## src/rtl/sfc_pkg.sv

```systemverilog
package sfc_pkg;

   // Default size of the pinned digest in bytes.
   localparam int DIGEST_BYTES_DEF = 32;

   // Number of characters in the "SHA256:" prefix.
   localparam int PREFIX_CHARS = 7;

   // Item kinds, shared by the request and the response channels.
   localparam logic KIND_TEXT   = 1'b0;
   localparam logic KIND_DIGEST = 1'b1;

   // One request item.
   typedef struct packed {
      logic       kind;
      logic [7:0] char_or_byte;
      logic       last;
   } sfc_req_type;

   // One response item.
   typedef struct packed {
      logic report_kind;
      logic ok;
   } sfc_rsp_type;

   // Per-item control handed from the accept stage to the compare stage.
   typedef struct packed {
      logic       kind;
      logic       last;
      logic [7:0] data;
      logic       compare;
      logic       ok;
   } sfc_stage_type;

   // Expected character at each prefix position.
   function automatic logic [7:0] prefix_char(input logic [2:0] pos);
      logic [7:0] c;
      case (pos)
         3'd0:    c = 8'h53;   // S
         3'd1:    c = 8'h48;   // H
         3'd2:    c = 8'h41;   // A
         3'd3:    c = 8'h32;   // 2
         3'd4:    c = 8'h35;   // 5
         3'd5:    c = 8'h36;   // 6
         default: c = 8'h3A;   // colon
      endcase
      return c;
   endfunction

   // Base64 decode: bit 6 is set for a legal character, bits 5:0 hold its value.
   function automatic logic [6:0] b64_decode(input logic [7:0] c);
      logic [6:0] r;
      r = 7'd0;
      if (c >= 8'h41 && c <= 8'h5A) begin
         r = {1'b1, 6'(c - 8'h41)};
      end else if (c >= 8'h61 && c <= 8'h7A) begin
         r = {1'b1, 6'(c - 8'h61 + 8'd26)};
      end else if (c >= 8'h30 && c <= 8'h39) begin
         r = {1'b1, 6'(c - 8'h30 + 8'd52)};
      end else if (c == 8'h2B) begin
         r = {1'b1, 6'd62};
      end else if (c == 8'h2F) begin
         r = {1'b1, 6'd63};
      end
      return r;
   endfunction

   // Mask with the low cnt bits set, over the 12-bit accumulator.
   function automatic logic [11:0] low_mask(input logic [3:0] cnt);
      return (12'd1 << cnt) - 12'd1;
   endfunction

endpackage

```

## src/rtl/sfc_ram.sv

```systemverilog
module sfc_ram #(
   parameter int WIDTH = 8,
   parameter int DEPTH = 32,
   localparam int ADDR_W = (DEPTH > 1) ? $clog2(DEPTH) : 1
) (
   input  logic              clock,
   input  logic              wr_en,
   input  logic [ADDR_W-1:0] wr_addr,
   input  logic [WIDTH-1:0]  wr_data,
   input  logic              rd_en,
   input  logic [ADDR_W-1:0] rd_addr,
   output logic [WIDTH-1:0]  rd_data
);

   logic [WIDTH-1:0] mem_ff [DEPTH];
   logic [WIDTH-1:0] rd_data_ff;

   // One write port and one registered read port.
   always_ff @(posedge clock) begin
      if (wr_en) begin
         mem_ff[wr_addr] <= wr_data;
      end
      if (rd_en) begin
         rd_data_ff <= mem_ff[rd_addr];
      end
   end

   assign rd_data = rd_data_ff;

endmodule

```

## src/rtl/sfc_text_decode.sv

```systemverilog
module sfc_text_decode #(
   parameter int DIGEST_BYTES = sfc_pkg::DIGEST_BYTES_DEF,
   localparam int ADDR_W = (DIGEST_BYTES > 1) ? $clog2(DIGEST_BYTES) : 1
) (
   input  logic              clock,
   input  logic              reset,
   input  logic              take,
   input  logic [7:0]        char_in,
   input  logic              last,
   output logic              wr_en,
   output logic [ADDR_W-1:0] wr_addr,
   output logic [7:0]        wr_data,
   output logic              verdict,
   output logic              pin_valid
);

   import sfc_pkg::*;

   localparam int B64_CHARS  = (DIGEST_BYTES * 4 + 2) / 3;
   localparam int TEXT_CHARS = PREFIX_CHARS + B64_CHARS;
   localparam int POS_W      = $clog2(TEXT_CHARS + 2);
   localparam int IDX_W      = POS_W + 2;

   logic [POS_W-1:0] pos_ff, pos_in;
   logic             bad_ff, bad_in;
   logic [11:0]      acc_ff, acc_in;
   logic [3:0]       cnt_ff, cnt_in;
   logic             pin_ff, pin_in;

   logic [6:0]       dec;
   logic [POS_W-1:0] k;
   logic [IDX_W-1:0] n;
   logic [IDX_W-1:0] idx;
   logic [11:0]      acc_t;
   logic [3:0]       cnt_t;
   logic             bad_t;
   logic [POS_W-1:0] pos_t;

   // Byte index completed by base64 character k: ((k + 1) * 6 / 8) - 1.
   assign k   = pos_ff - POS_W'(PREFIX_CHARS);
   assign n   = {2'b00, k} + {1'b0, k, 1'b0} + IDX_W'(3);
   assign idx = (n >> 2) - IDX_W'(1);
   assign dec = b64_decode(char_in);

   // Check one character, shift its six bits in and emit a completed byte.
   always_comb begin
      pos_in  = pos_ff;
      bad_in  = bad_ff;
      acc_in  = acc_ff;
      cnt_in  = cnt_ff;
      pin_in  = pin_ff;
      wr_en   = 1'b0;
      wr_addr = idx[ADDR_W-1:0];
      wr_data = 8'd0;
      verdict = 1'b0;
      acc_t   = acc_ff;
      cnt_t   = cnt_ff;
      bad_t   = bad_ff;
      pos_t   = pos_ff;
      if (take) begin
         if (pos_ff == '0) begin
            pin_in = 1'b0;
         end
         if (pos_ff < POS_W'(PREFIX_CHARS)) begin
            if (char_in != prefix_char(pos_ff[2:0])) begin
               bad_t = 1'b1;
            end
         end else if (pos_ff < POS_W'(TEXT_CHARS)) begin
            if (!dec[6]) begin
               bad_t = 1'b1;
            end else begin
               acc_t = {acc_ff[5:0], dec[5:0]};
               cnt_t = cnt_ff + 4'd6;
               if (cnt_t >= 4'd8) begin
                  wr_data = 8'(acc_t >> (cnt_t - 4'd8));
                  cnt_t   = cnt_t - 4'd8;
                  acc_t   = acc_t & low_mask(cnt_t);
                  wr_en   = (idx < IDX_W'(DIGEST_BYTES));
               end
            end
         end else begin
            bad_t = 1'b1;
         end
         if (pos_ff < POS_W'(TEXT_CHARS + 1)) begin
            pos_t = pos_ff + POS_W'(1);
         end
         if (last) begin
            // End of run: the leftover bits must be zero for a canonical text.
            verdict = !bad_t && (pos_t == POS_W'(TEXT_CHARS))
                      && ((acc_t & low_mask(cnt_t)) == 12'd0);
            pin_in  = verdict;
            pos_in  = '0;
            bad_in  = 1'b0;
            acc_in  = 12'd0;
            cnt_in  = 4'd0;
         end else begin
            pos_in = pos_t;
            bad_in = bad_t;
            acc_in = acc_t;
            cnt_in = cnt_t;
         end
      end
   end

   // Text run state and the pin flag.
   always_ff @(posedge clock) begin
      if (reset) begin
         pos_ff <= '0;
         bad_ff <= 1'b0;
         acc_ff <= 12'd0;
         cnt_ff <= 4'd0;
         pin_ff <= 1'b0;
      end else begin
         pos_ff <= pos_in;
         bad_ff <= bad_in;
         acc_ff <= acc_in;
         cnt_ff <= cnt_in;
         pin_ff <= pin_in;
      end
   end

   assign pin_valid = pin_ff;

endmodule

```

## src/rtl/sfc_compare_out.sv

```systemverilog
module sfc_compare_out (
   input  logic                  clock,
   input  logic                  reset,
   input  logic                  load,
   input  sfc_pkg::sfc_stage_type stage_in,
   input  logic [7:0]            rd_data,
   input  logic                  rsp_stall,
   output logic                  hold,
   output logic                  rsp_valid,
   output sfc_pkg::sfc_rsp_type  rsp_data
);

   import sfc_pkg::*;

   logic          s1_valid_ff, s1_valid_in;
   sfc_stage_type s1_ff, s1_in;
   logic [7:0]    diff_ff, diff_in;
   logic          rsp_valid_ff, rsp_valid_in;
   sfc_rsp_type   rsp_data_ff, rsp_data_in;

   logic          out_free;
   logic          s1_move;
   logic [7:0]    diff_acc;
   logic          ok;

   assign out_free = !rsp_valid_ff || !rsp_stall;
   assign s1_move  = s1_valid_ff && out_free;
   assign hold     = s1_valid_ff && !out_free;

   // Fold this byte's difference into the run and form the verdict.
   always_comb begin
      diff_acc = diff_ff | (s1_ff.compare ? (rd_data ^ s1_ff.data) : 8'd0);
      if (s1_ff.kind == KIND_DIGEST) begin
         ok = s1_ff.ok && (diff_acc == 8'd0);
      end else begin
         ok = s1_ff.ok;
      end
   end

   // Stage and output register updates.
   always_comb begin
      s1_valid_in  = s1_valid_ff;
      s1_in        = s1_ff;
      diff_in      = diff_ff;
      rsp_valid_in = rsp_valid_ff && rsp_stall;
      rsp_data_in  = rsp_data_ff;
      if (s1_move) begin
         s1_valid_in = 1'b0;
         if (s1_ff.kind == KIND_DIGEST) begin
            diff_in = s1_ff.last ? 8'd0 : diff_acc;
         end
         if (s1_ff.last) begin
            rsp_valid_in            = 1'b1;
            rsp_data_in.report_kind = s1_ff.kind;
            rsp_data_in.ok          = ok;
         end
      end
      if (load) begin
         s1_valid_in = 1'b1;
         s1_in       = stage_in;
      end
   end

   // Control state is reset; payloads are not.
   always_ff @(posedge clock) begin
      if (reset) begin
         s1_valid_ff  <= 1'b0;
         diff_ff      <= 8'd0;
         rsp_valid_ff <= 1'b0;
      end else begin
         s1_valid_ff  <= s1_valid_in;
         diff_ff      <= diff_in;
         rsp_valid_ff <= rsp_valid_in;
      end
      s1_ff       <= s1_in;
      rsp_data_ff <= rsp_data_in;
   end

   assign rsp_valid = rsp_valid_ff;
   assign rsp_data  = rsp_data_ff;

endmodule

```

## src/rtl/sha256_fingerprint_check.sv

```systemverilog
// Channel   Direction  Handshake            Payload
// req_      in         req_valid/req_stall  sfc_req_type (kind, char_or_byte, last)
// rsp_      out        rsp_valid/rsp_stall  sfc_rsp_type (report_kind, ok)
//
// One item is accepted per cycle while req_stall is low; the result of the item
// with last set passes the compare stage and then the result register.
// Reset is synchronous and clears all run state and the pin; the digest
// memory is not cleared, and is only trusted once a canonical text run passes.
// While a result waits under rsp_stall, one more item can wait in the compare
// stage; req_stall then stays high until the waiting result is taken.
module sha256_fingerprint_check #(
   parameter int DIGEST_BYTES = sfc_pkg::DIGEST_BYTES_DEF
) (
   input  logic                 clock,
   input  logic                 reset,
   input  logic                 req_valid,
   output logic                 req_stall,
   input  sfc_pkg::sfc_req_type req_data,
   output logic                 rsp_valid,
   input  logic                 rsp_stall,
   output sfc_pkg::sfc_rsp_type rsp_data
);

   import sfc_pkg::*;

   localparam int ADDR_W = (DIGEST_BYTES > 1) ? $clog2(DIGEST_BYTES) : 1;
   localparam int DPOS_W = $clog2(DIGEST_BYTES + 2);

   logic              accept;
   logic              take_text;
   logic              take_digest;
   logic              hold;

   logic              wr_en;
   logic [ADDR_W-1:0] wr_addr;
   logic [7:0]        wr_data;
   logic              verdict;
   logic              pin_valid;
   logic [7:0]        rd_data;

   logic [DPOS_W-1:0] dpos_ff, dpos_in;
   logic [DPOS_W-1:0] dpos_t;
   logic              in_range;
   logic              len_ok;
   sfc_stage_type     stage;

   assign req_stall   = hold;
   assign accept      = req_valid && !hold;
   assign take_text   = accept && (req_data.kind == KIND_TEXT);
   assign take_digest = accept && (req_data.kind == KIND_DIGEST);

   // Fingerprint text decoding and pin state.
   sfc_text_decode #(
      .DIGEST_BYTES (DIGEST_BYTES)
   ) u_text (
      .clock     (clock),
      .reset     (reset),
      .take      (take_text),
      .char_in   (req_data.char_or_byte),
      .last      (req_data.last),
      .wr_en     (wr_en),
      .wr_addr   (wr_addr),
      .wr_data   (wr_data),
      .verdict   (verdict),
      .pin_valid (pin_valid)
   );

   // Digest byte position, saturating one past the digest length.
   always_comb begin
      in_range = (dpos_ff < DPOS_W'(DIGEST_BYTES));
      dpos_t   = dpos_ff;
      if (dpos_ff < DPOS_W'(DIGEST_BYTES + 1)) begin
         dpos_t = dpos_ff + DPOS_W'(1);
      end
      len_ok  = (dpos_t == DPOS_W'(DIGEST_BYTES));
      dpos_in = dpos_ff;
      if (take_digest) begin
         dpos_in = req_data.last ? '0 : dpos_t;
      end
   end

   always_ff @(posedge clock) begin
      if (reset) begin
         dpos_ff <= '0;
      end else begin
         dpos_ff <= dpos_in;
      end
   end

   // Expected digest store.
   sfc_ram #(
      .WIDTH (8),
      .DEPTH (DIGEST_BYTES)
   ) u_store (
      .clock   (clock),
      .wr_en   (wr_en),
      .wr_addr (wr_addr),
      .wr_data (wr_data),
      .rd_en   (take_digest && in_range),
      .rd_addr (dpos_ff[ADDR_W-1:0]),
      .rd_data (rd_data)
   );

   // Control passed along with the item to the compare stage.
   always_comb begin
      stage.kind    = req_data.kind;
      stage.last    = req_data.last;
      stage.data    = req_data.char_or_byte;
      stage.compare = (req_data.kind == KIND_DIGEST) && in_range;
      stage.ok      = (req_data.kind == KIND_TEXT) ? verdict : (pin_valid && len_ok);
   end

   // Difference accumulation and result register.
   sfc_compare_out u_out (
      .clock     (clock),
      .reset     (reset),
      .load      (accept),
      .stage_in  (stage),
      .rd_data   (rd_data),
      .rsp_stall (rsp_stall),
      .hold      (hold),
      .rsp_valid (rsp_valid),
      .rsp_data  (rsp_data)
   );

endmodule

```

## config.mk

```make
export PLATFORM = sky130hd
export DESIGN_NAME = sha256_fingerprint_check
export DESIGN_NICKNAME = d
export VERILOG_FILES = /design/src/rtl/sfc_pkg.sv /design/src/rtl/sfc_ram.sv /design/src/rtl/sfc_text_decode.sv /design/src/rtl/sfc_compare_out.sv /design/src/rtl/sha256_fingerprint_check.sv
export SDC_FILE = /design/constraint.sdc
export NUM_CORES = 1
export LEC_CHECK = 0
export BUFFER_PORTS_ARGS = -buffer_cell sky130_fd_sc_hd__buf_2
export CORE_UTILIZATION = 57
export CTS_CLUSTER_DIAMETER = 150
export DETAILED_ROUTE_END_ITERATION = 10
export PLACE_DENSITY = 0.72
export SLEW_MARGIN = 20
export SYNTH_ARGS = -nofsm -noshare
export SYNTH_HDL_FRONTEND = slang
export SYNTH_SLANG_ARGS = --single-unit
```

## constraint.sdc

```tcl
create_clock -name clock -period 4.16 [get_ports clock]
set_input_delay 0.208 -clock clock [delete_from_list [all_inputs] [get_ports clock]]
set_output_delay 0.208 -clock clock [all_outputs]
set_load 0.05 [all_outputs]
```

# Yosys cells after proc, flatten, opt, wreduce, memory -nomap -nowiden
# Memory sizes are Yosys's and may differ from the RTL's. A register that Yosys moved wholly into a read port is not among the register bits.
# Cells that the tools add are included.
[word_totals] ff_bits=54 ram_bits=256 input_bits=14 output_inout_bits=4 word_cells=148 mem_count=1
[op_classes] addsub=15 n_lt_le_gt_ge=13 eq_ne=10 shift=3 mux=55 bitwise_logic=5 n_reduce_logical=30
[memory_table] name="u_store.mem_ff" depth=32 width=8 read_ports=1 rd_ports_with_merged_regs=1 wr=1 line="sfc_ram.sv:15" text="logic [WIDTH-1:0] mem_ff [DEPTH];"
[ops] cell="$mux W12" count=6
[ops] cell="$mux W8" count=9
[ops] cell="$pmux W7 S6" count=1
[ops] cell="$mux W7" count=5
[ops] cell="$mux W6" count=5
[ops] cell="$and A12 B12 Y12" count=2
[ops] cell="$lt A6 B6 Y1 const B" count=4
[ops] cell="$mux W4" count=6
[ops] cell="$shl A1 B4 Y12 const A" count=2
[ops] cell="$sub A12 B1 Y12 const B" count=2
[ops] cell="$mux W1" count=23
[ops] cell="$eq A8 B6 Y1 const B" count=2
[ops] cell="$ge A8 B7 Y1 const B" count=2
[ops] cell="$le A8 B7 Y1 const B" count=2
[ops] cell="$logic_and A1 B1 Y1" count=15
[ops] cell="$add A6 B1 Y6 const B" count=2
[ops] cell="$eq A6 B6 Y1 const B" count=2
[ops] cell="$logic_not A12 Y1" count=1
[ops] cell="$shr A12 B4 Y8" count=1
[ops] cell="$sub A6 B6 Y6 const B" count=2
[ops] cell="$add A6 B7 Y8" count=1
[ops] cell="$add A8 B2 Y8 const B" count=1
[ops] cell="$ge A8 B6 Y1 const B" count=1
[ops] cell="$le A8 B6 Y1 const B" count=1
[ops] cell="24 further kinds" count=33

# Depth between registers and ports, before layout
# Gate-level depths: netlist of run 1.
[depth] depth_word=18 depth_mapped=19

# Cells and area by module
# A second synthesis of run 1 with hierarchy kept.
[hier_totals] cells_unflattened=954 hier_area_um2=14536.4
[by_module_without_submodules] mod="sfc_ram" instances=1 cells_per_inst=417 area_each_um2=10133.5
[by_module_without_submodules] mod="sfc_text_decode" instances=1 cells_per_inst=400 area_each_um2=2980.4
[by_module_without_submodules] mod="sfc_compare_out" instances=1 cells_per_inst=79 area_each_um2=949.7
[by_module_without_submodules] mod="sha256_fingerprint_check" instances=1 cells_per_inst=58 area_each_um2=473.0

# Worst setup path before layout of run 1
# No wires, ideal clock.
[synth_timing] path_type="register -> register" from="register u_text.pos_ff[0]" to="memory u_store.mem_ff[15][0] (enable)" setup_ns=0.395 t_arrival_ns=4.155 setup_slack_ns=-0.389 path_stages_with_launch=15 period_less_slack_ns=4.549 path_cell_list="dfxtp_1 -> ha_1 -> ha_1 -> inv_1 -> ha_1 -> ha_1 -> clkbuf_1 -> a31oi_1 -> o21bai_1 -> xor2_1 -> nor3_1 -> and3_1 -> clkbuf_1 -> nor2_1 -> nor4_1"
[synth_via] elab_chain_len=12 elab_cells_between_ends=14
[synth_rtl] item="start: declaration" line="sfc_text_decode.sv:24" text="logic [POS_W-1:0] pos_ff, pos_in;"
[synth_rtl] item="start signal: assignment" line="sfc_text_decode.sv:114" text="pos_ff <= pos_in;"
[synth_rtl] item="$sub A6 B3 Y6" line="sfc_text_decode.sv:40" text="assign k = pos_ff - POS_W'(PREFIX_CHARS);"
[synth_rtl] item="$add A6 B7 Y8" line="sfc_text_decode.sv:41" text="assign n = {2'b00, k} + {1'b0, k, 1'b0} + IDX_W'(3);"
[synth_rtl] item="$add A8 B2 Y8" line="sfc_text_decode.sv:41"
[synth_rtl] item="$sub A6 B1 Y7" line="sfc_text_decode.sv:42" text="assign idx = (n >> 2) - IDX_W'(1);"
[synth_rtl] item="$lt A8 B6 Y1" line="sfc_text_decode.sv:78" text="wr_en = (idx < IDX_W'(DIGEST_BYTES));"
[synth_rtl] item="$mux W1" line="sfc_text_decode.sv:74" text="if (cnt_t >= 4'd8) begin"
[synth_rtl] item="$mux W1" line="sfc_text_decode.sv:69" text="if (!dec[6]) begin"
[synth_rtl] item="$mux W1" line="sfc_text_decode.sv:68" text="end else if (pos_ff < POS_W'(TEXT_CHARS)) begin"
[synth_rtl] item="$mux W1" line="sfc_text_decode.sv:64" text="if (pos_ff < POS_W'(PREFIX_CHARS)) begin"
[synth_rtl] item="$mux W1" line="sfc_text_decode.sv:60" text="if (take) begin"
[synth_rtl] item="$mux W1" line="sfc_ram.sv:20" text="if (wr_en) begin"
[synth_rtl] item="$mux W1 (implied by the code)" line="sfc_ram.sv:21" text="mem_ff[wr_addr] <= wr_data;"
[synth_rtl] item="end: declaration" line="sfc_ram.sv:15"
# Parallel ways exist; a longest one is shown, timed or not.

# Worst setup path after layout of run 1
[layout_timing] from="register u_text.pos_ff[0]" to="memory u_store.mem_ff[1][3] (enable)"
# The elaborated chain is that of the path after synthesis.

==> impl_metrics.py, run 1 <==
metrics = {
    "run_status": {
        "status": "finished, final reports clean",
    },
    "worst_setup_path": {
        "r2r-start": "u_text.pos_ff[0]",
        "endpoint_kind": "flop",
        "critPathKind": "reg -> reg",
        "crit_start": "u_text.pos_ff[0]",
        "critPathArrivalTime_ns": 4.24,
        "required_ns": 4.43,
        "path_max_fanout": 8,
        "cp_slowest_cell": "o21ai_2",
        "max_stage_delay_ns": 0.57,
        "worstPathCellList": "ha_2 > buf_4 > a21oi_1 > xor2_1 > ha_1 > ha_1 > inv_1 > o21bai_1 > xor2_2 > nor3_4 > and3_1 > buf_4 > o21ai_2 > nor2_1 > buf_4",
        "crit_path_start_kind": "flop",
        "crit_top_cell": "buf_4",
    },
    "sta": {
        "fmax_ghz": 0.252,
        "whs_ns": 0.0601,
        "clock-skew-final_ns": 0.0236,
        "setup_violations": 0,
        "post-route-min-period_ns": 3.97,
        "slew_viol_final": 0,
        "slew_headroom": 0.368,
        "hold_viol_final": 0,
        "fin_ws_ns": 0.193,
        "tightest_slew_ns": 0.948,
        "rsz0062_at_grt": "yes",
        "timing.final.crit_share": 0.954,
    },
    "route": {
        "totalWireLength_um": 32900,
        "first_iter_violations": 1029,
        "drc": 0,
        "drt.antenna.violating_nets": 0,
        "viasPerCell": 6.24,
        "drt-pass1-iter-count": 5,
        "wl_per_cell_um": 23.7,
        "vias": 8640,
    },
    "final_layout": {
        "fin_area_mm2": 0.0170,
        "area_delta_synth_final_pct": 18.2,
        "final_util": 0.694,
        "diodes": 0,
        "layout-drive-gt1-share": 0.286,
        "instances_no_fill": 1385,
        "fin_nets": 1080,
    },
    "worst_hold_path": {
        "hp-class": "in -> reg",
        "worstHoldStart": "req_data[5]",
    },
    "placement": {
        "dp_slack_ns": -0.0650,
        "placed_cells": 1294,
        "port_buffers": 17,
        "gp_routability_congestion": 0.839,
        "placed_area_mm2": 0.0154,
        "dpl.hpwl_um": 20500,
    },
    "clock_tree": {
        "cts_tree": "built",
        "cts_buffers": 34,
        "clock-sinks": 317,
        "clockBufferDepth": 3,
        "clockRootBuffer": "clkbuf_16",
        "cts.clk_slew.worst_paths_ns": 0.06,
        "htree_levels": 2,
        "clk_latency_ns": 0.52,
    },
    "grt": {
        "grt_pass1_vias": 8555,
        "grt_pass1_wl_um": 50900,
        "grt.overflow.total": 0,
        "gr-usage-all-layers": 0.263,
        "antenna_found_initial": 0,
        "grt_max_degree": 49,
    },
    "logic_synthesis": {
        "synthCells": 954,
        "synth_area_mm2": 0.0144,
        "syn_area_per_cell_um2": 15.1,
        "synth_top_area_cell": "edfxtp_1",
        "synth_compound_area_frac": 0.0753,
        "ys_seq_area_frac": 0.634,
        "synth_edf_count": 278,
        "synth_top_area_share": 0.580,
        "synth_adder_area_share": 0.0269,
        "synthSimpleGateAreaFrac": 0.0775,
        "synth_ff_type": "edfxtp_1",
        "synth_cell_types": 66,
        "yosys-top-cells-area": "edfxtp_1, mux4_2, dfxtp_1",
        "synth_mux_area_frac": 0.143,
        "ys_seq_elements": 317,
        "synth_xor_area_frac": 0.0207,
        "synth_top_family_by_area": "multiplexers",
        "yosys_warnings": 0,
        "synthArstFlopShare": 0,
    },
    "floorplan": {
        "start_util": 0.587,
        "std_cell_rows": 57,
        "die_y_um": 161,
        "core_mm2": 0.0245,
        "die_area_mm2": 0.0259,
        "io_pins": 18,
        "die-width_um": 161,
    },
    "power": {
        "powerDensity_mw_per_mm2": 407,
        "vdd_drop_max_mv": 0.363,
        "power_leakage_nw": 5.33,
    },
    "job": {
        "drv_cap": 0,
    },
}
through the flow:
step	TNS, ns	power (mW)
finish	0	6.93
global route	-0.267	7.12
CTS	-0.000300	6.99
detailed placement	-2.57	3.70
global placement	0	3.70
floorplan	0	3.64
where the power goes:
part / total [mW] / leakage [nW] / switching, mW / internal [mW]
sequential: 3.44 / 2.67 / 0.0199 / 3.42
combinational: 0.192 / 2.07 / 0.115 / 0.0771
clock: 3.30 / 0.591 / 1.23 / 2.06
total: 6.93 / 5.33 / 1.37 / 5.56
cell usage after synthesis (all sizes together) (13+ instances only):
master	n
dfxtp	39
a21oi	56
buf	16
o21ai	22
clkbuf	37
ha	31
edfxtp	278
inv	27
xnor2	16
nor3	19
nor2	95
mux4	81
xor2	18
nand2	31
a31oi	16
mux2	13
worst paths after layout:
path | end | slack (ns) | cells past startpoint
worst min-delay path | u_out.s1_ff[6] | 0.06 | 1
worst max register to register | u_store.mem_ff[1][3] | 0.19 | 15
worst max-delay path | u_store.mem_ff[1][3] | 0.19 | 15
worst min register to register | u_text.acc_ff[9] | 0.45 | 2
cell type report:
class                   instances  area [um2]
well taps                     324         405
multi-input cells             558        5300
flip-flops and latches        317        9140
clock inverters                22         348
clock buffers                  40         895
repair buffers                 97         838
inverters                      27         101
fillers                      1633        7510
critical path, delay by kind of cell (launching register included):
kind	cells	cell delay, ns
AOI/OAI and AO/OA	3	1.09
xor gates and xnor gates	2	0.53
adders and majority gates	3	0.79
buffers and inverters	4	0.60
DFF	1	0.32
and+or+nand+nor	3	0.41
sequential cells by signal, indices dropped and copies added, names as in the netlist:
| signal | flops |
|---|---|
| u_text.cnt_ff | 3 |
| u_out.s1_valid_ff | 1 |
| u_store.mem_ff | 256 |
| u_text.bad_ff | 1 |
| u_text.acc_ff | 12 |
| u_out.rsp_data | 2 |
| dpos_ff | 6 |
| u_out.diff_ff | 8 |
| u_text.pin_valid | 1 |
| u_text.pos_ff | 6 |
| u_store.rd_data | 8 |
| u_out.s1_ff | 12 |
| u_out.rsp_valid | 1 |
per-layer routing:
| layer | share of wire | up-vias | global-route usage |
|---|---|---|---|
| met5 | 0 | - | 0 |
| met4 | 0.014 | 0 | 0.0566 |
| met3 | 0.067 | 35 | 0.0504 |
| met2 | 0.49 | 308 | 0.419 |
| met1 | 0.43 | 4388 | 0.380 |
| li1 | - | 3909 | - |
what timing repair did:
item,CTS,global route
gates resized for setup,1,3
setup endpoints to repair,104,193
hold buffers,6,0
buffers inserted,8,15
endpoints found under the hold margin,6,0
pin swaps,6,14
kinds of logic after synthesis:
family                     Yosys count
other                                1
and+or+nand+nor                    227
AOI/OAI and AO/OA                  161
xor gates and xnor gates            34
buffers and inverters               80
DFF                                317
adders and majority gates           31
muxes                              103
cell usage in the layout, fill, tap and decap left out, types with 9 or more instances in the layout:
master / netlist / routed
a21oi_1: 56 / 54
a22oi_1: 12 / 12
a31oi_1: 16 / 15
a32oi_1: 9 / 9
and2_1: 9 / 9
and3_1: 9 / 9
buf_12: 0 / 11
buf_2: 3 / 17
buf_4: 0 / 63
clkbuf_16: 0 / 35
dfxtp_1: 39 / 36
edfxtp_1: 278 / 278
ha_1: 31 / 29
inv_1: 27 / 27
mux2_2: 13 / 13
mux2i_1: 9 / 9
mux4_2: 81 / 81
nand2_1: 30 / 30
nand2b_1: 11 / 11
nand3_1: 11 / 11
nor2_1: 95 / 73
nor2_4: 0 / 16
nor3_1: 19 / 18
o21ai_0: 21 / 21
xnor2_1: 16 / 16
xor2_1: 18 / 16
No activity file was read; power rests on OpenSTA's default activity.
==> run 2, diff against run 1 <==
MAX_ROUTING_LAYER = met4   (was unset)
==> run 2 against run 1 <==
  * Wire length hardly changed
  * Worst setup slack gained 0.0071 ns
  * Clock power about the same
  * Via count grew 0.76%
  * Total power about the same
  * Die area did not move
  * Clock-buffer cell count unchanged
  * Design area hardly changed
  * First-iteration DRC count decreased by 5.2%
  * Sequential share of layout area about the same
==> impl_metrics.py, run 2 (same netlist as run 1, synthesis figures left out) <==
metrics = {
    "run_status": {
        "status": "finished, final reports clean",
    },
    "floorplan": {
        "start_util": 0.587,
        "std_cell_rows": 57,
        "io_pins": 18,
        "die_y_um": 161,
        "core_mm2": 0.0245,
        "die_area_mm2": 0.0259,
        "die-width_um": 161,
    },
    "worst_hold_path": {
        "worstHoldStart": "req_data[5]",
        "hold_path_depth": 1,
        "hp-class": "in -> reg",
        "hold_path_end": "u_out.s1_ff[6]",
    },
    "worst_setup_path": {
        "endpoint_kind": "flop",
        "r2r_end": "u_store.mem_ff[1][3]",
        "critPathKind": "reg -> reg",
        "crit_path_start_kind": "flop",
        "required_ns": 4.43,
        "critPathArrivalTime_ns": 4.23,
        "rrSetupSlack_ns": 0.20,
        "reg2reg_depth": 15,
        "r2r-start": "u_text.pos_ff[0]",
        "path_max_fanout": 8,
        "crit_start": "u_text.pos_ff[0]",
    },
    "clock_tree": {
        "cts.clk_slew.worst_paths_ns": 0.06,
        "clk_latency_ns": 0.52,
        "clockBufferDepth": 3,
        "clock-sinks": 317,
        "cts_buffers": 34,
        "htree_levels": 2,
        "clockRootBuffer": "clkbuf_16",
        "cts_tree": "built",
    },
    "sta": {
        "timing.final.crit_share": 0.952,
        "hold_viol_final": 0,
        "finalSetupTns_ns": 0,
        "setup_violations": 0,
        "clock-skew-final_ns": 0.0249,
        "fmax_ghz": 0.253,
        "slew_viol_final": 0,
        "post-route-min-period_ns": 3.96,
        "rsz0062_at_grt": "yes",
        "whs_ns": 0.0565,
        "slew_headroom": 0.370,
        "tightest_slew_ns": 0.945,
        "fin_ws_ns": 0.200,
    },
    "placement": {
        "gp_routability_congestion": 0.852,
        "placed_area_mm2": 0.0154,
        "dp_slack_ns": -0.0650,
        "dpl.hpwl_um": 20500,
        "port_buffers": 17,
    },
    "route": {
        "first_iter_violations": 976,
        "vias": 8706,
        "drt-pass1-iter-count": 5,
        "drt.antenna.violating_nets": 0,
        "wl_per_cell_um": 23.7,
        "totalWireLength_um": 32900,
        "viasPerCell": 6.28,
        "drc": 0,
    },
    "grt": {
        "grt_pass1_wl_um": 51100,
        "grt_max_degree": 49,
        "grt.overflow.total": 0,
        "antenna_found_initial": 0,
        "gr-usage-all-layers": 0.272,
        "grt_pass1_vias": 8517,
    },
    "final_layout": {
        "mostFrequentLayoutCell": "edfxtp_1",
        "fin_area_mm2": 0.0170,
        "layout-drive-gt1-share": 0.286,
        "largest_reg_flops": 256,
        "fin_nets": 1080,
        "reg.largest.list": "u_store.mem_ff: 256 flops, u_out.s1_ff: 12 flops, u_text.acc_ff: 12 flops",
        "ff_latch_area_mm2": 0.00914,
        "fillers": 1632,
        "top_register": "u_store.mem_ff",
        "final_cell_mix": "edfxtp_1, mux4_2, nor2_1",
        "multi_input_area_mm2": 0.00530,
        "area_delta_synth_final_pct": 18.3,
    },
    "job": {
        "drv_cap": 0,
    },
    "power": {
        "powerDensity_mw_per_mm2": 407,
        "power_leakage_nw": 5.33,
        "totalPowerFinal_mw": 6.93,
        "vdd_drop_max_mv": 0.360,
    },
}
run 2: cell types whose count changed in the layout (fill, tap and decap cells not counted), sizes merged:
cell	change
diode	+1
run 2: how the worst max path moves through the flow:
stage	endpoint	cells after the start
after floorplan	u_store.mem_ff[3][0]	14
after global placement	u_store.mem_ff[13][4]	15
after detailed placement	u_store.mem_ff[21][4]	15
after CTS	u_store.mem_ff[30][1]	14
after global routing	u_out.s1_ff[0]	19
final	u_store.mem_ff[1][3]	15
run 2: area by class of cell:
class	count	area share
Clock buffer	40	0.0525
Multi-Input combinational cell	558	0.311
Antenna cell	1	0.000147
Sequential cell	317	0.536
Clock inverter	22	0.0204
Inverter	27	0.00595
Timing Repair Buffer	97	0.0492
Tap cell	324	0.0238
run 2: routing by layer:
layer | wire [um] | vias to the layer above | global-route usage | share of wire
li1 | - | 3915 | - | -
met1 | 13900 | 4422 | 0.384 | 0.42
met2 | 16100 | 330 | 0.419 | 0.49
met3 | 2300 | 39 | 0.0470 | 0.070
met4 | 510 | 0 | 0.0566 | 0.016
met5 | 0 | - | - | 0
run 2: power by group:
| part | internal (mW) | switching (mW) |
|---|---|---|
| Clock | 2.06 | 1.23 |
| Sequential | 3.42 | 0.0199 |
| Combinational | 0.0771 | 0.115 |
run 2: worst max-delay path, stage by stage, from the launching register on:
cell and delay (ns):
dfxtp_1 0.32, ha_2 0.19, buf_4 0.16, a21oi_1 0.23, xor2_1 0.28, ha_1 0.29
ha_1 0.31, inv_1 0.06, o21bai_1 0.29, xor2_2 0.25, nor3_4 0.10, and3_1 0.20
buf_4 0.17, o21ai_2 0.56, nor2_1 0.12, buf_4 0.20
run 2: timing repair:
action	in CTS	in global routing
cloned	0	0
resized for setup	1	3
setup endpoints to repair	104	193
pin swaps	6	14
endpoints found under the hold margin	6	0
hold buffers	6	0
buffers inserted	8	15
run 2: stage by stage:
step	util	cells
after floorplan	-	955
after global placement	0.628	1294
after detailed placement	0.628	1294
after CTS	0.685	1370
after global routing	0.694	1385
final	0.694	1386
==> run 3, diff against run 2 <==
PLACE_DENSITY = 0.76   (was 0.72)
==> run 3 against run 2 <==
  * Wire length shrank 2.7%
  * Combinational power grew 3%
  * Hold slack lost 0.028 ns
  * Clock-buffer cell count shrank 5
  * Clock power shrank 16%
  * Highest routed layer unchanged
  * First-iteration DRC count shrank 8.1%
  * Non-clock buffer count shrank 8
  * Die area is the same
  * Via count shrank 0.23%
  * Worst setup slack gained 0.018 ns
==> impl_metrics.py, run 3 (same netlist as run 1, synthesis figures left out) <==
metrics = {
    "run_status": {
        "status": "finished, final reports clean",
    },
    "final_layout": {
        "final_cell_mix": "edfxtp_1, mux4_2, nor2_1",
        "mostFrequentLayoutCell": "edfxtp_1",
        "fin_nets": 1068,
        "largest_reg_flops": 256,
        "diodes": 0,
        "top_register": "u_store.mem_ff",
        "layout-drive-gt1-share": 0.269,
        "area_delta_synth_final_pct": 16.1,
        "fin_area_mm2": 0.0167,
        "reg.largest.list": "u_store.mem_ff: 256 flops, u_out.s1_ff: 12 flops, u_text.acc_ff: 12 flops",
    },
    "worst_setup_path": {
        "critPathKind": "reg -> reg",
        "crit_top_cell": "ha_1",
        "crit_path_start_kind": "flop",
        "cp_top_family": "simple AND/OR/NAND/NOR gates",
        "worstPathCellList": "ha_2 > a21oi_1 > xor2_1 > ha_1 > ha_1 > inv_1 > o21bai_1 > xor2_2 > nor3_4 > and3_2 > nor2_4 > nor4_4 > buf_4",
        "endpoint_kind": "flop",
        "path_max_fanout": 9,
        "required_ns": 4.41,
        "worst-path-buf-inv": 2,
        "cp_slowest_cell": "and3_2",
        "max_stage_delay_ns": 0.37,
        "critPathArrivalTime_ns": 4.20,
    },
    "grt": {
        "gr-usage-all-layers": 0.259,
        "antenna_found_initial": 0,
        "grt_max_degree": 71,
        "grt_pass1_wl_um": 48900,
        "grt_pass1_vias": 8327,
        "grt.overflow.total": 0,
    },
    "clock_tree": {
        "clockRootBuffer": "clkbuf_16",
        "htree_levels": 1,
        "clk_latency_ns": 0.56,
        "cts.clk_slew.worst_paths_ns": 0.07,
        "clockBufferDepth": 3,
        "cts_buffers": 30,
        "clock-sinks": 317,
        "cts_tree": "built",
    },
    "floorplan": {
        "die_area_mm2": 0.0259,
        "io_pins": 18,
        "std_cell_rows": 57,
        "core_mm2": 0.0245,
        "die-width_um": 161,
        "die_y_um": 161,
        "start_util": 0.587,
    },
    "placement": {
        "port_buffers": 17,
        "placed_area_mm2": 0.0154,
        "dpl.hpwl_um": 20400,
        "gp_routability_congestion": 0.933,
    },
    "sta": {
        "slew_headroom": 0.358,
        "hold_viol_final": 0,
        "rsz0062_at_grt": "yes",
        "slew_viol_final": 0,
        "fmax_ghz": 0.254,
        "clock-skew-final_ns": 0.0198,
        "tightest_slew_ns": 0.951,
        "finalSetupTns_ns": 0,
        "setup_violations": 0,
        "post-route-min-period_ns": 3.94,
        "timing.final.crit_share": 0.948,
    },
    "power": {
        "p_int_mw": 5.11,
        "totalPowerFinal_mw": 6.40,
        "clkPwrFrac": 0.431,
        "vdd_drop_max_mv": 0.362,
        "powerDensity_mw_per_mm2": 383,
        "p_seq_frac": 0.538,
        "power.switching_mw": 1.29,
        "combPwrFrac": 0.031,
        "power_leakage_nw": 5.17,
        "switching_share": 0.202,
    },
    "worst_hold_path": {
        "hp-class": "in -> reg",
    },
    "route": {
        "drc": 0,
        "totalWireLength_um": 32000,
        "first_iter_violations": 897,
        "drt-pass1-iter-count": 5,
        "viasPerCell": 6.34,
        "vias": 8686,
        "wl_per_cell_um": 23.3,
        "drt.antenna.violating_nets": 0,
    },
    "job": {
        "drv_cap": 0,
    },
}
run 3: changes by cell type in the layout (fill, tap and decap cells not counted), moves of 2 or more:
cell | previous run | this run
buf_12 | 11 | 9
buf_4 | 63 | 55
dlygate4sd3_1 | 6 | 8
bufinv_16 | 8 | 4
clkinv_1 | 1 | 7
clkbuf_16 | 35 | 31
clkinvlp_4 | 5 | 3
run 3: final cells by class:
type	count	area [um2]
flip-flops and latches	317	9130
fillers	1609	7810
multi-input cells	558	5320
clock buffers	35	791
repair buffers	89	761
well taps	324	405
clock inverters	20	206
inverters	27	101
run 3: worst paths after layout:
path	from	end	slack (ns)	cells after the start
hold reg to reg	u_text.acc_ff[9]	u_text.acc_ff[9]	0.46	2
setup / recovery	u_text.pos_ff[0]	u_store.mem_ff[3][0]	0.22	13
setup reg to reg	u_text.pos_ff[0]	u_store.mem_ff[3][0]	0.22	13
hold / removal	req_data[3]	u_out.s1_ff[4]	0.03	1
run 3: worst reg2reg max path, stage by stage (launching register included):
cell and delay, ns:
dfxtp_1 0.31, ha_2 0.24, a21oi_1 0.26, xor2_1 0.31, ha_1 0.30, ha_1 0.31, inv_1 0.05, o21bai_1 0.27
xor2_2 0.20, nor3_4 0.35, and3_2 0.37, nor2_4 0.15, nor4_4 0.29, buf_4 0.23
run 3: metal layers:
layer | track usage | share of wire | wire length (um)
met3 | 0.0436 | 0.081 | 2580
met2 | 0.394 | 0.48 | 15400
met4 | 0.0583 | 0.020 | 648
met5 | - | 0 | 0
met1 | 0.370 | 0.42 | 13400
run 3: through the flow:
step	cells	util	worst slack [ns]	hold slack, ns
5_1_grt	1370	0.682	-0.0659	0.0146
3_5_place_dp	1297	0.629	-0.0791	0.451
2_1_floorplan	955	-	0.0117	0.307
6_report	1370	0.682	0.217	0.0284
4_1_cts	1362	0.675	0.0102	0.00206
3_3_place_gp	1297	0.629	-0.0299	0.443
run 3: power by group through the flow:
stage / clock, mW / sequential, mW / combinational [mW]
detailed placement: 0 / 3.51 / 0.187
global placement: 0 / 3.51 / 0.184
global route: 2.92 / 3.44 / 0.215
CTS: 2.80 / 3.44 / 0.194
floorplan: 0 / 3.50 / 0.139
finish: 2.76 / 3.44 / 0.198
run 3: timing repair:
| action | CTS | global route |
|---|---|---|
| setup buffers | 2 | 8 |
| setup endpoints to repair | 50 | 162 |
| cloned | 0 | 0 |
| hold endpoints to repair | 8 | 0 |
| pin swaps | 2 | 10 |
| resized for setup | 2 | 8 |
| hold buffers | 8 | 0 |
